===== src/rtl/core/fssh_ram.sv =====
`default_nettype none

module fssh_ram #(
    parameter int WIDTH = 8,
    parameter int DEPTH = 256,
    parameter int ADDR_W = $clog2(DEPTH)
) (
    input  wire logic              clk,
    input  wire logic              we,
    input  wire logic [ADDR_W-1:0] waddr,
    input  wire logic [WIDTH-1:0]  wdata,
    input  wire logic              re,
    input  wire logic [ADDR_W-1:0] raddr,
    output logic      [WIDTH-1:0]  rdata
);

    logic [WIDTH-1:0] mem [DEPTH];

    always_ff @(posedge clk)
    begin
        if (we)
        begin
            mem[waddr] <= wdata;
        end
        // hold read data until the next read
        if (re)
        begin
            rdata <= mem[raddr];
        end
    end

endmodule

`default_nettype wire


===== config.mk =====
export PLATFORM = sky130hd
export DESIGN_NAME = fssh_ram
export DESIGN_NICKNAME = d
export VERILOG_FILES = /design/src/rtl/core/fssh_ram.sv
export SDC_FILE = /design/constraint.sdc
export NUM_CORES = 2
export LEC_CHECK = 0
export ABC_AREA = 1
export BUFFER_PORTS_ARGS = -buffer_cell sky130_fd_sc_hd__buf_4
export CAP_MARGIN = 20
export CELL_PAD_IN_SITES_DETAIL_PLACEMENT = 1
export CELL_PAD_IN_SITES_GLOBAL_PLACEMENT = 2
export CORE_MARGIN = 5
export CORE_UTILIZATION = 44
export DETAILED_ROUTE_END_ITERATION = 7
export PLACE_DENSITY_LB_ADDON = 0.1
export SYNTH_ARGS = -nofsm -noshare
export SYNTH_HDL_FRONTEND = slang
export SYNTH_SLANG_ARGS = --single-unit
export TNS_END_PERCENT = 1

===== constraint.sdc =====
create_clock -name clk -period 2.3 [get_ports clk]
set_clock_uncertainty 0.05 [all_clocks]
set_input_delay 0.115 -clock clk [delete_from_list [all_inputs] [get_ports clk]]
set_output_delay 0.115 -clock clk [all_outputs]
set_load 0.03 [all_outputs]

Yosys cells after proc, flatten, opt, wreduce, memory -nomap -nowiden

Memory sizes are Yosys's and may differ from the RTL's. A register that Yosys moved wholly into a read port is not among the register bits.
Cells that the tools add are included.

Register bits: 0
Memory bits (writable): 2,048
Output and inout bits: 8
Memories: 1

Mux-type cells: 2

Memories:

| name | depth | width | rd ports | clocked after Yosys merged registers in | write ports | line | source |
|---|---|---|---|---|---|---|---|
| mem  | 256   | 8     | 1        | 1                                       | 1           | 17   | `logic [WIDTH-1:0] mem [DEPTH];` |

Operators by type and width:

| cell             | count |
|---|---|
| 2-to-1 mux 1 bit | 2 |

Longest topological paths before layout

Depth in word-level cells: 2
Gate-level depth with buffers: 15
Depth with buffers taken out: 11

Worst setup path before layout

No wires, ideal clock.

Kind: input to register
Start: input we
End: memory mem[162][0] (enable)
Library setup time: 0.370 ns
Arrival time: 1.236 ns
Data required time: 1.880 ns
Path slack: 0.644 ns
Cell stages on the path: 4
Path buffers: 2
Path through: clkbuf_1 > nand3_1 > clkbuf_1 > nor2_1

Word-level cells in the longest chain between the ends: 2

Ends and longest elaborated chain:

| element                                | line | source |
|---|---|---|
| start, declared                        | 9    | `input wire logic we,` |
| 2-to-1 mux 1 bit                       | 21   | `if (we)` |
| 2-to-1 mux 1 bit (not written as such) | 23   | `mem[waddr] <= wdata;` |
| end, declared                          | 17   |  |

Every way passes these cells.

Worst setup path in the final report

Start: input waddr[2]
End: memory mem[215][1] (enable)

RTL lines:

| element         | line | source |
|---|---|---|
| start, declared | 10   | `input wire logic [ADDR_W-1:0] waddr,` |

Straight into the memory's write port.

==> flow_metrics.tcl <==
set metrics [dict create \
    drc 0 \
    crit_required_ns 2.81 \
    ios 35 \
    hold_viol_final 0 \
    detail_route.wl_per_cell_um 27.2 \
    nets 7527 \
    worst_slew_pin_slew_ns 0.851 \
    finish.utilization_pct 52.5 \
    synth_nets 7030 \
    cp.arrival_ns 2.73 \
    fmax_mhz 452 \
    synth_cell_type_count 13 \
    crit_path_start_kind "input port" \
    dpl.hpwl_um 178000 \
    cts-root-buf "clkbuf_16" \
    fill_cells 19300 \
    finalSetupViolations 0 \
    hp-class "in2reg" \
    clkTransAtPathRegs_ns 0.06 \
    synth.yosys.seq_area_share_pct 74.0 \
    drive_above_1_share_pct 13.8 \
    endpoint_kind "register" \
    rsz0062_at_grt "no" \
    coreArea_um2 188000 \
    rows 159 \
    routed_wirelength_um 277000 \
    worstHoldStart "waddr[0]" \
    antenna_left 0 \
    rr_worst_depth 10 \
    slew_viol_final 0 \
    antenna_found_initial 5 \
    die_area_um2 199000 \
    outcome "complete, no violations" \
    hold_ws_ns 0.0994 \
    die_w_um 446 \
    grt_pass1_wl_um 406000 \
    gr-usage-met3_pct 3.52 \
    first_iter_violations 5342 \
    min_path_cells 6 \
    start_util_pct 44.4 \
    syn_area_um2 83500 \
    clkSinkCount 2056 \
    diodes 0 \
    pwr_density_cell_nw_per_um2 833 \
    critPathKind "in2reg" \
    peakVddDrop_mv 0.784 \
    grt_overflow 0 \
    drt-pass1-iter-count 5 \
    cap_violations 0 \
    io_buffers 34 \
    cts_tree "done" \
    cts_buffers 218 \
    r2r_start "mem[58][7]" \
    slew_headroom_pct 43.1 \
    period_minus_slack_ns 2.21 \
    power.leakage_nw 35.5 \
    worstSkewPairLatency_ns 0.87 \
    r2r-end "rdata[7]" \
    vias 58000 \
    ctsResizeCount 0 \
    grt_util_met2_pct 46.3 \
    synth_warnings 0 \
    routabilityCongestion 0.886 \
    whs_endpoint "mem[156][3]" \
    met1_usage_pct 37.9 \
    synth_area_per_cell_um2 11.9 \
    power_mw 82.3 \
    area_delta_synth_final_pct 18.4 \
    grt_util_all_layers_pct 27.7 \
    cts_max_path_buffers 3 \
    busiest_layer "met2" \
    synthCells 7003 \
    grt_max_degree 85 \
    htreeDepth 4 \
    vias_per_cell 5.70 \
    r2r_slack_ns 0.12 \
    grt_pass1_vias 59800 \
    die_y_um 446 \
    synth_seq_cells 2056 \
    min_period_over_period_pct 96.3 \
    path_max_fanout 4 \
]
## cell type report
| type | count | area, um2 | share of cell area (%) |
|---|---|---|---|
| sequential | 2056 | 61700 | 62.5 |
| multi-input combinational | 4425 | 19200 | 19.4 |
| timing repair buffer | 760 | 7550 | 7.64 |
| clock buffer | 270 | 5820 | 5.89 |
| tap | 2495 | 3120 | 3.16 |
| clock inverter | 140 | 1260 | 1.28 |
| inverter | 39 | 183 | 0.185 |
## cells by family after synthesis
logic type | Yosys count | share of synthesized area, %
DFF | 2056 | 74.0
buffers and inverters | 522 | 3.12
and+or+nand+nor | 4425 | 22.9
## per-layer routing
metal | share of wire, % | vias to the layer above
met2 | 49 | 1715
met3 | 5.3 | 415
met5 | 0 | -
li1 | - | 25900
met4 | 3.4 | 0
met1 | 43 | 30000
## state kept, by name, summed over array words and instances, names as in the netlist
| signal | cells |
|---|---|
| mem | 2048 |
| rdata | 8 |
## worst max-delay path, stage by stage
cell	delay (ns)
dlygate4sd3_1	0.58
buf_4	0.16
inv_1	0.04
nor2_1	0.08
inv_1	0.09
dlygate4sd3_1	0.57
nor2_1	0.14
nand2_1	0.15
nor2_1	0.18
dlygate4sd3_1	0.63
## through the flow
stage	area (um2)	setup TNS (ns)	instances	worst slack (ns)
after floorplan	83500	0	7003	0.644
after global placement	91600	-2.63	9757	-0.482
after detailed placement	91600	-2.62	9757	-0.529
after CTS	98800	0	10200	0.129
after global routing	98800	0	10200	0.0566
final	98800	0	10200	0.0853
## cells in the final DEF, fill, tap and decap left out
master and instances:
inv_8 2, dlygate4sd3_1 18, inv_1 34, nand2_2 14, edfxtp_1 2056, clkinv_2 39, inv_2 1, inv_16 1
nand3_1 2019, clkinv_8 1, nor2_1 283, buf_6 1, clkinvlp_4 4, clkbuf_16 226, buf_8 11, clkbuf_1 44
bufinv_16 24, buf_12 137, nand2_1 2109, inv_6 7, clkinv_1 66, buf_4 593
## report_power, final
part,switching [mW],internal (mW)
combinational,4.06,1.72
clock,14.7,20.5
sequential,0.0549,41.3
total,18.8,63.5
## worst max-delay path by stage
stage | slack (ns) | cells after the start | to | start
floorplan | 0.64 | 4 | mem[162][0] | we
global placement | -0.48 | 14 | rdata[5] | raddr[1]
detailed placement | -0.53 | 14 | rdata[5] | raddr[1]
CTS | 0.13 | 11 | rdata[2] | mem[73][2]
global route | 0.06 | 11 | rdata[2] | mem[72][2]
finish | 0.09 | 10 | mem[215][1] | waddr[2]
## synth_stat cells
library cell     n  share of area [%]
clkbuf_1       112               0.50
inv_4            1             0.0075
nand3_1       2019                 12
buf_4           46               0.41
edfxtp_1      2056                 74
inv_2            2             0.0090
buf_1           40               0.18
nor2_1         283                1.3
nand2_1       2123                9.5
buf_6           16               0.22
inv_1           36               0.16
buf_8            1              0.018
buf_2          268                1.6
## repair_timing
| item | CTS | global route |
|---|---|---|
| endpoints found under the setup margin | 0 | 0 |
| setup buffers | 0 | 0 |
| hold buffers | 18 | 0 |
| endpoints found under the hold margin | 1935 | 0 |
(Power assumes the default switching activity.)
