**config.mk**
```make
export PLATFORM = sky130hd
export DESIGN_NAME = fssh_seen
export DESIGN_NICKNAME = d
export VERILOG_FILES = /design/src/rtl/core/fssh_pkg.sv /design/src/rtl/core/fssh_seen.sv
export SDC_FILE = /design/constraint.sdc
export NUM_CORES = 1
export LEC_CHECK = 0
export ABC_AREA = 1
export BUFFER_PORTS_ARGS = -buffer_cell sky130_fd_sc_hd__buf_2
export CAP_MARGIN = 40
export CORE_UTILIZATION = 61
export CTS_BUF_LIST = sky130_fd_sc_hd__clkbuf_8
export DETAILED_ROUTE_END_ITERATION = 7
export GPL_TIMING_DRIVEN = 0
export PLACE_DENSITY_LB_ADDON = 0.25
export SLEW_MARGIN = 20
export SYNTH_ARGS = -nofsm -noshare
export SYNTH_HDL_FRONTEND = slang
export SYNTH_SLANG_ARGS = --single-unit
```
**constraint.sdc**
```tcl
create_clock -name clk -period 5 [get_ports clk]
set_input_delay 0.5 -clock clk [delete_from_list [all_inputs] [get_ports clk]]
set_output_delay 0.5 -clock clk [all_outputs]
set_load 0.05 [all_outputs]
```
**src/rtl/core/fssh_pkg.sv**
```systemverilog
`default_nettype none

package fssh_pkg;

    localparam int SYM_W           = 8;
    localparam int SYMBOLS         = 1 << SYM_W;
    localparam int SLOT_W          = 8;
    localparam int FREE_W          = SLOT_W + 1;
    localparam int OUT_COUNT_W     = 32;
    localparam int COUNT_W_DEFAULT = 32;

    // lookup status of the symbol in hand, from the seen map to the control
    typedef struct packed {
        logic              seen;
        logic [SLOT_W-1:0] free_slot;
    } fssh_alloc_t;

endpackage

`default_nettype wire

```
**src/rtl/core/fssh_seen.sv**
```systemverilog
`default_nettype none

module fssh_seen
    import fssh_pkg::*;
(
    input  wire logic             clk,
    input  wire logic             rst_n,
    input  wire logic [SYM_W-1:0] sym,
    input  wire logic             mark,
    output fssh_alloc_t           status
);

    logic [SYMBOLS-1:0] seen_reg;
    logic [FREE_W-1:0]  free_reg;
    logic [FREE_W-1:0]  free_next;

    always_comb
    begin
        free_next = free_reg;
        if (mark && !seen_reg[sym] && (free_reg < FREE_W'(SYMBOLS)))
        begin
            free_next = free_reg + FREE_W'(1);
        end
    end

    always_ff @(posedge clk or negedge rst_n)
    begin
        if (!rst_n)
        begin
            seen_reg <= '0;
            free_reg <= '0;
        end
        else
        begin
            free_reg <= free_next;
            if (mark)
            begin
                seen_reg[sym] <= 1'b1;
            end
        end
    end

    assign status.seen      = seen_reg[sym];
    assign status.free_slot = free_reg[SLOT_W-1:0];

endmodule

`default_nettype wire

```
==> After elaboration in Yosys (flattened, before gate mapping) <==
Index checks and enable logic that the tools add are counted.
{ "word_totals": {"reg_bits": 265, "inputBits": 11, "out_inout_bits": 9} }
{ "classes": {"n_addsub": 1, "n_lt_le_gt_ge": 3, "n_mux": 4, "bitwise": 1, "reduce_logical": 4} }
{ "ops": {"columns": ["cell", "n"], "rows": [
  ["$or 256x256->256", 1],
  ["$add 9x1->9 const B", 1],
  ["$lt 8x9->1 const B", 1],
  ["$lt 9x9->1 const B", 1],
  ["$bmux 1 s8", 1],
  ["$demux 1 s8", 1],
  ["$ge 8x1->1 const B", 1],
  ["$logic_and 1x1->1", 3],
  ["$mux 1", 2],
  ["$logic_not 1->1", 1]
]} }

==> Longest topological paths before layout <==
{ "depth": {"word_depth": 5, "mapped_depth": 19, "depth_no_buf": 17} }

==> Least setup slack after synthesis <==
OpenSTA, ideal clock, no wires.
{ "synth_timing": {"path_type": "input -> output", "start": "input sym[0]", "end": "output status[8] (netlist name)", "t_arrival_ps": 2051, "required_ps": 4500, "slack_ps": 2449, "cell_stages": 17, "path_buffers": 4, "path_cell_list": "buf_6 -> buf_6 -> buf_6 -> o21ai_0 -> nand2_1 -> nand2_1 -> nand2_1 -> nand2_1 -> nor2_1 -> nor2_1 -> nor2_1 -> nand2_1 -> nand2_1 -> nand2_1 -> nor2_4 -> buf_6 -> inv_1"} }
{ "synth_lines": {"columns": ["item", "line_no", "text"], "rows": [
  ["from (decl)", "fssh_seen.sv:8", "input wire logic [SYM_W-1:0] sym,"],
  ["to (decl)", "fssh_seen.sv:10", "output fssh_alloc_t status"]
]} }

==> impl_results.md <==
* Core area at just under 0.02 mm2
* Leakage at roughly 7.1 nW
* Clk Latency, worst-skew pair at between 500 and 600 ps
* Mean Syn Cell Area at around 8.4 um2
* FMAX at a little under 0.3 GHz
* Cell internal pwr at ~3.4 mW
* Mapped Cells at approximately 1.4k
* Logic pwr share at 0.103
* Global-route wire length before repair at 56.7 mm
* Drt initial violations at 1265
* Synthesis-to-layout area growth at 11.5%
* Initial Util at 0.625
* CTS max path bufs at 3
* Clk network pwr share at 0.403
* Max FO, Critical Path at 10
* Post-CTS Repair Setup Buffers at 0
* Gpl congestion at 0.988
* RSZ-0062 raised after global routing: no
* Yosys Warn Count at 0
* Ports at 20
* Sequential fraction of the synthesis area at 0.544
* Hold Startpoint: seen_reg[188]$_DFFE_PN0P_
* Routed WL at between 30 and 40 mm
* Post-route ant nets at 0
* Most frequent cells in the layout: nand2_1, dfrtp_1, o21bai_1, o21ai_0, inv_1
* Worst-path clk slew at 60 ps
* VDD IR max at between 0.0002 and 0.0003 V
* Tmin final at about 3400 ps
* Final hold vios at 0
* Synthesized area at around 0.012 mm2
* Max-cap viol count at 0
* Pwr Total at ~4.7 mW
* Hold Path End: seen_reg[188]$_DFFE_PN0P_
* # rows at slightly above 50
* CTS tree: built
* Largest net degree at the start of global routing at 103
* Sw frac at 0.264
* Worst R2R Start: seen_reg[207]$_DFFE_PN0P_
* Root Buffer: clkbuf_8
* Hold WC Path Type: register to register
* Syn nets at ~1.5k
* Endpoints failing setup at 0
* Antenna Cells at 0
* Max transition margin at 0.392
* CP Class: input pin to output pin
* Worst R2R Setup Slack at roughly 3000 ps
* Layout net count at between 1.5k and 2k
* Share of cells above drive strength 1 at 0.0853
* R2R cell count at 16
* CTS Buf Count at between 40 and 50
* Port Buffers at 18
* Cells on Worst Hold Path at 2
* WP data required at around 4500 ps
* H-tree levels at 2
* Fin. max-slew vios at 0
* Vias in the first global route at a little over 10k
* Vias at roughly 11k
* Initial antenna violation count at 0
* Final Skew at 20.3 ps
* Post-synthesis cell type count at 24
* DR WL/cell at around 20 um
* DPL Wire Length at roughly 24 mm
* Most common cell after layout, fill and taps aside: nand2_1
* Pwr dens at around 340 mW/mm2
* Drt drc at 0
* Die outline width at 143 um
* Kind of start point of the critical path: input pin
* # clock sinks at about 270
* Tot GR Track Use at 0.376
* Worst-margin pin slew at roughly 900 ps
* DP Cell Count at 1736
* Worst flop-to-flop path endpoint: free_reg[5]$_DFFE_PN0P_
* Finished Layout Cells at between 1.5k and 2k
* Final worst-path cycle share at 0.686
* Die area at 0.0206 mm2
* Switching power at between 1 and 1.5 mW
* Arr. time, crit path at a little under 3000 ps
* CP endpoint kind: output pin
* Drt pass-1 iters at 6
* Total gr overflow at 0
* Die Y at 143 um
* Status: finished, final reports clean
* Synth Register Bits at 265
* Via density at between 5 and 6
* Sequential power share at 0.494
* Max reg flops at ~260
==> cells in the mapped netlist <==
library cell	instances	area [um2]
a21oi_1	1	5.00
buf_1	9	33.8
buf_2	10	50.1
buf_4	8	60.1
buf_6	20	225
clkbuf_1	40	150
clkbuf_2	2	10.0
clkinv_1	1	3.75
dfrtp_1	265	6630
ha_1	1	12.5
inv_1	111	417
inv_2	2	7.51
nand2_1	539	2020
nand2_2	5	31.3
nand3_1	15	75.1
nand4_1	1	6.26
nor2_1	54	203
nor2_2	1	6.26
nor2_4	1	11.3
nor3_1	4	20.0
o21ai_0	130	651
o21ai_1	59	295
o21bai_1	161	1210
xor2_1	7	61.3
==> how the worst max path moves through the flow <==
| stage | from | endpoint | slack [ps] |
|---|---|---|---|
| finish | sym[1] | status[8] | 1570 |
| global route | sym[1] | status[8] | 1500 |
| CTS | sym[1] | status[8] | 1650 |
| detailed placement | sym[1] | status[8] | 1660 |
| global placement | rst_n | seen_reg[19]$_DFFE_PN0P_ | -1300 |
| floorplan | sym[0] | status[8] | 2450 |
==> through the flow <==
stage	util	setup WS (ps)	setup TNS (ps)	hold WS, ps	instance area, um2
4_1_cts	0.696	1650	0	455	13600
6_report	0.696	1570	0	452	13600
5_1_grt	0.696	1500	0	465	13600
3_3_place_gp	0.646	-1300	-337790	433	12600
2_1_floorplan	-	2450	0	204	12200
3_5_place_dp	0.652	1660	0	442	12700
==> cell families after synthesis <==
kind of cell,Yosys count,share of synthesized area
XOR/XNOR,7,0.00503
buffers and inverters,203,0.0785
AO/OA/AOI/OAI,351,0.177
flip-flops,265,0.544
adder cells (fa/ha/maj),1,0.00103
AND/OR/NAND/NOR,620,0.195
==> worst max-delay path, cell delays in order <==
cell and delay [ps]:
buf_2 130, inv_2 50, buf_2 270, buf_1 620
nand2_1 140, nand2_1 80, nand2_1 50, nand2_1 130
nor2_1 80, nor2_1 90, nor2_1 50, nand2_1 50
nand2_1 40, nand2_1 120, nor2_4 60, buf_6 140
inv_1 50, buf_2 250
==> layout make-up <==
class	count	area, um2
flip-flops and latches	265	6630
well taps	265	332
multi-input cells	979	4610
repair buffers	26	218
clock inverters	20	105
plain buffers	89	529
inverters	114	428
fillers	1562	5930
clock buffers	54	743
==> repair_timing <==
action | CTS | global route
hold buffers | 1 | 0
endpoints found under the hold margin | 81 | 0
gates resized for setup | 0 | 0
==> power groups by stage <==
stage | combinational [mW] | sequential [mW] | clock (mW)
final | 0.482 | 2.31 | 1.88
after detailed placement | 0.471 | 2.34 | 0
after CTS | 0.474 | 2.31 | 1.88
after global routing | 0.526 | 2.32 | 1.98
after floorplan | 0.300 | 2.33 | 0
after global placement | 0.453 | 2.34 | 0
==> per-layer routing <==
layer  track usage  share of wire
met5             0              0
met4         0.193          0.052
met3        0.0853           0.11
met2         0.576           0.44
met1         0.503           0.39
(Power assumes the default switching activity.)
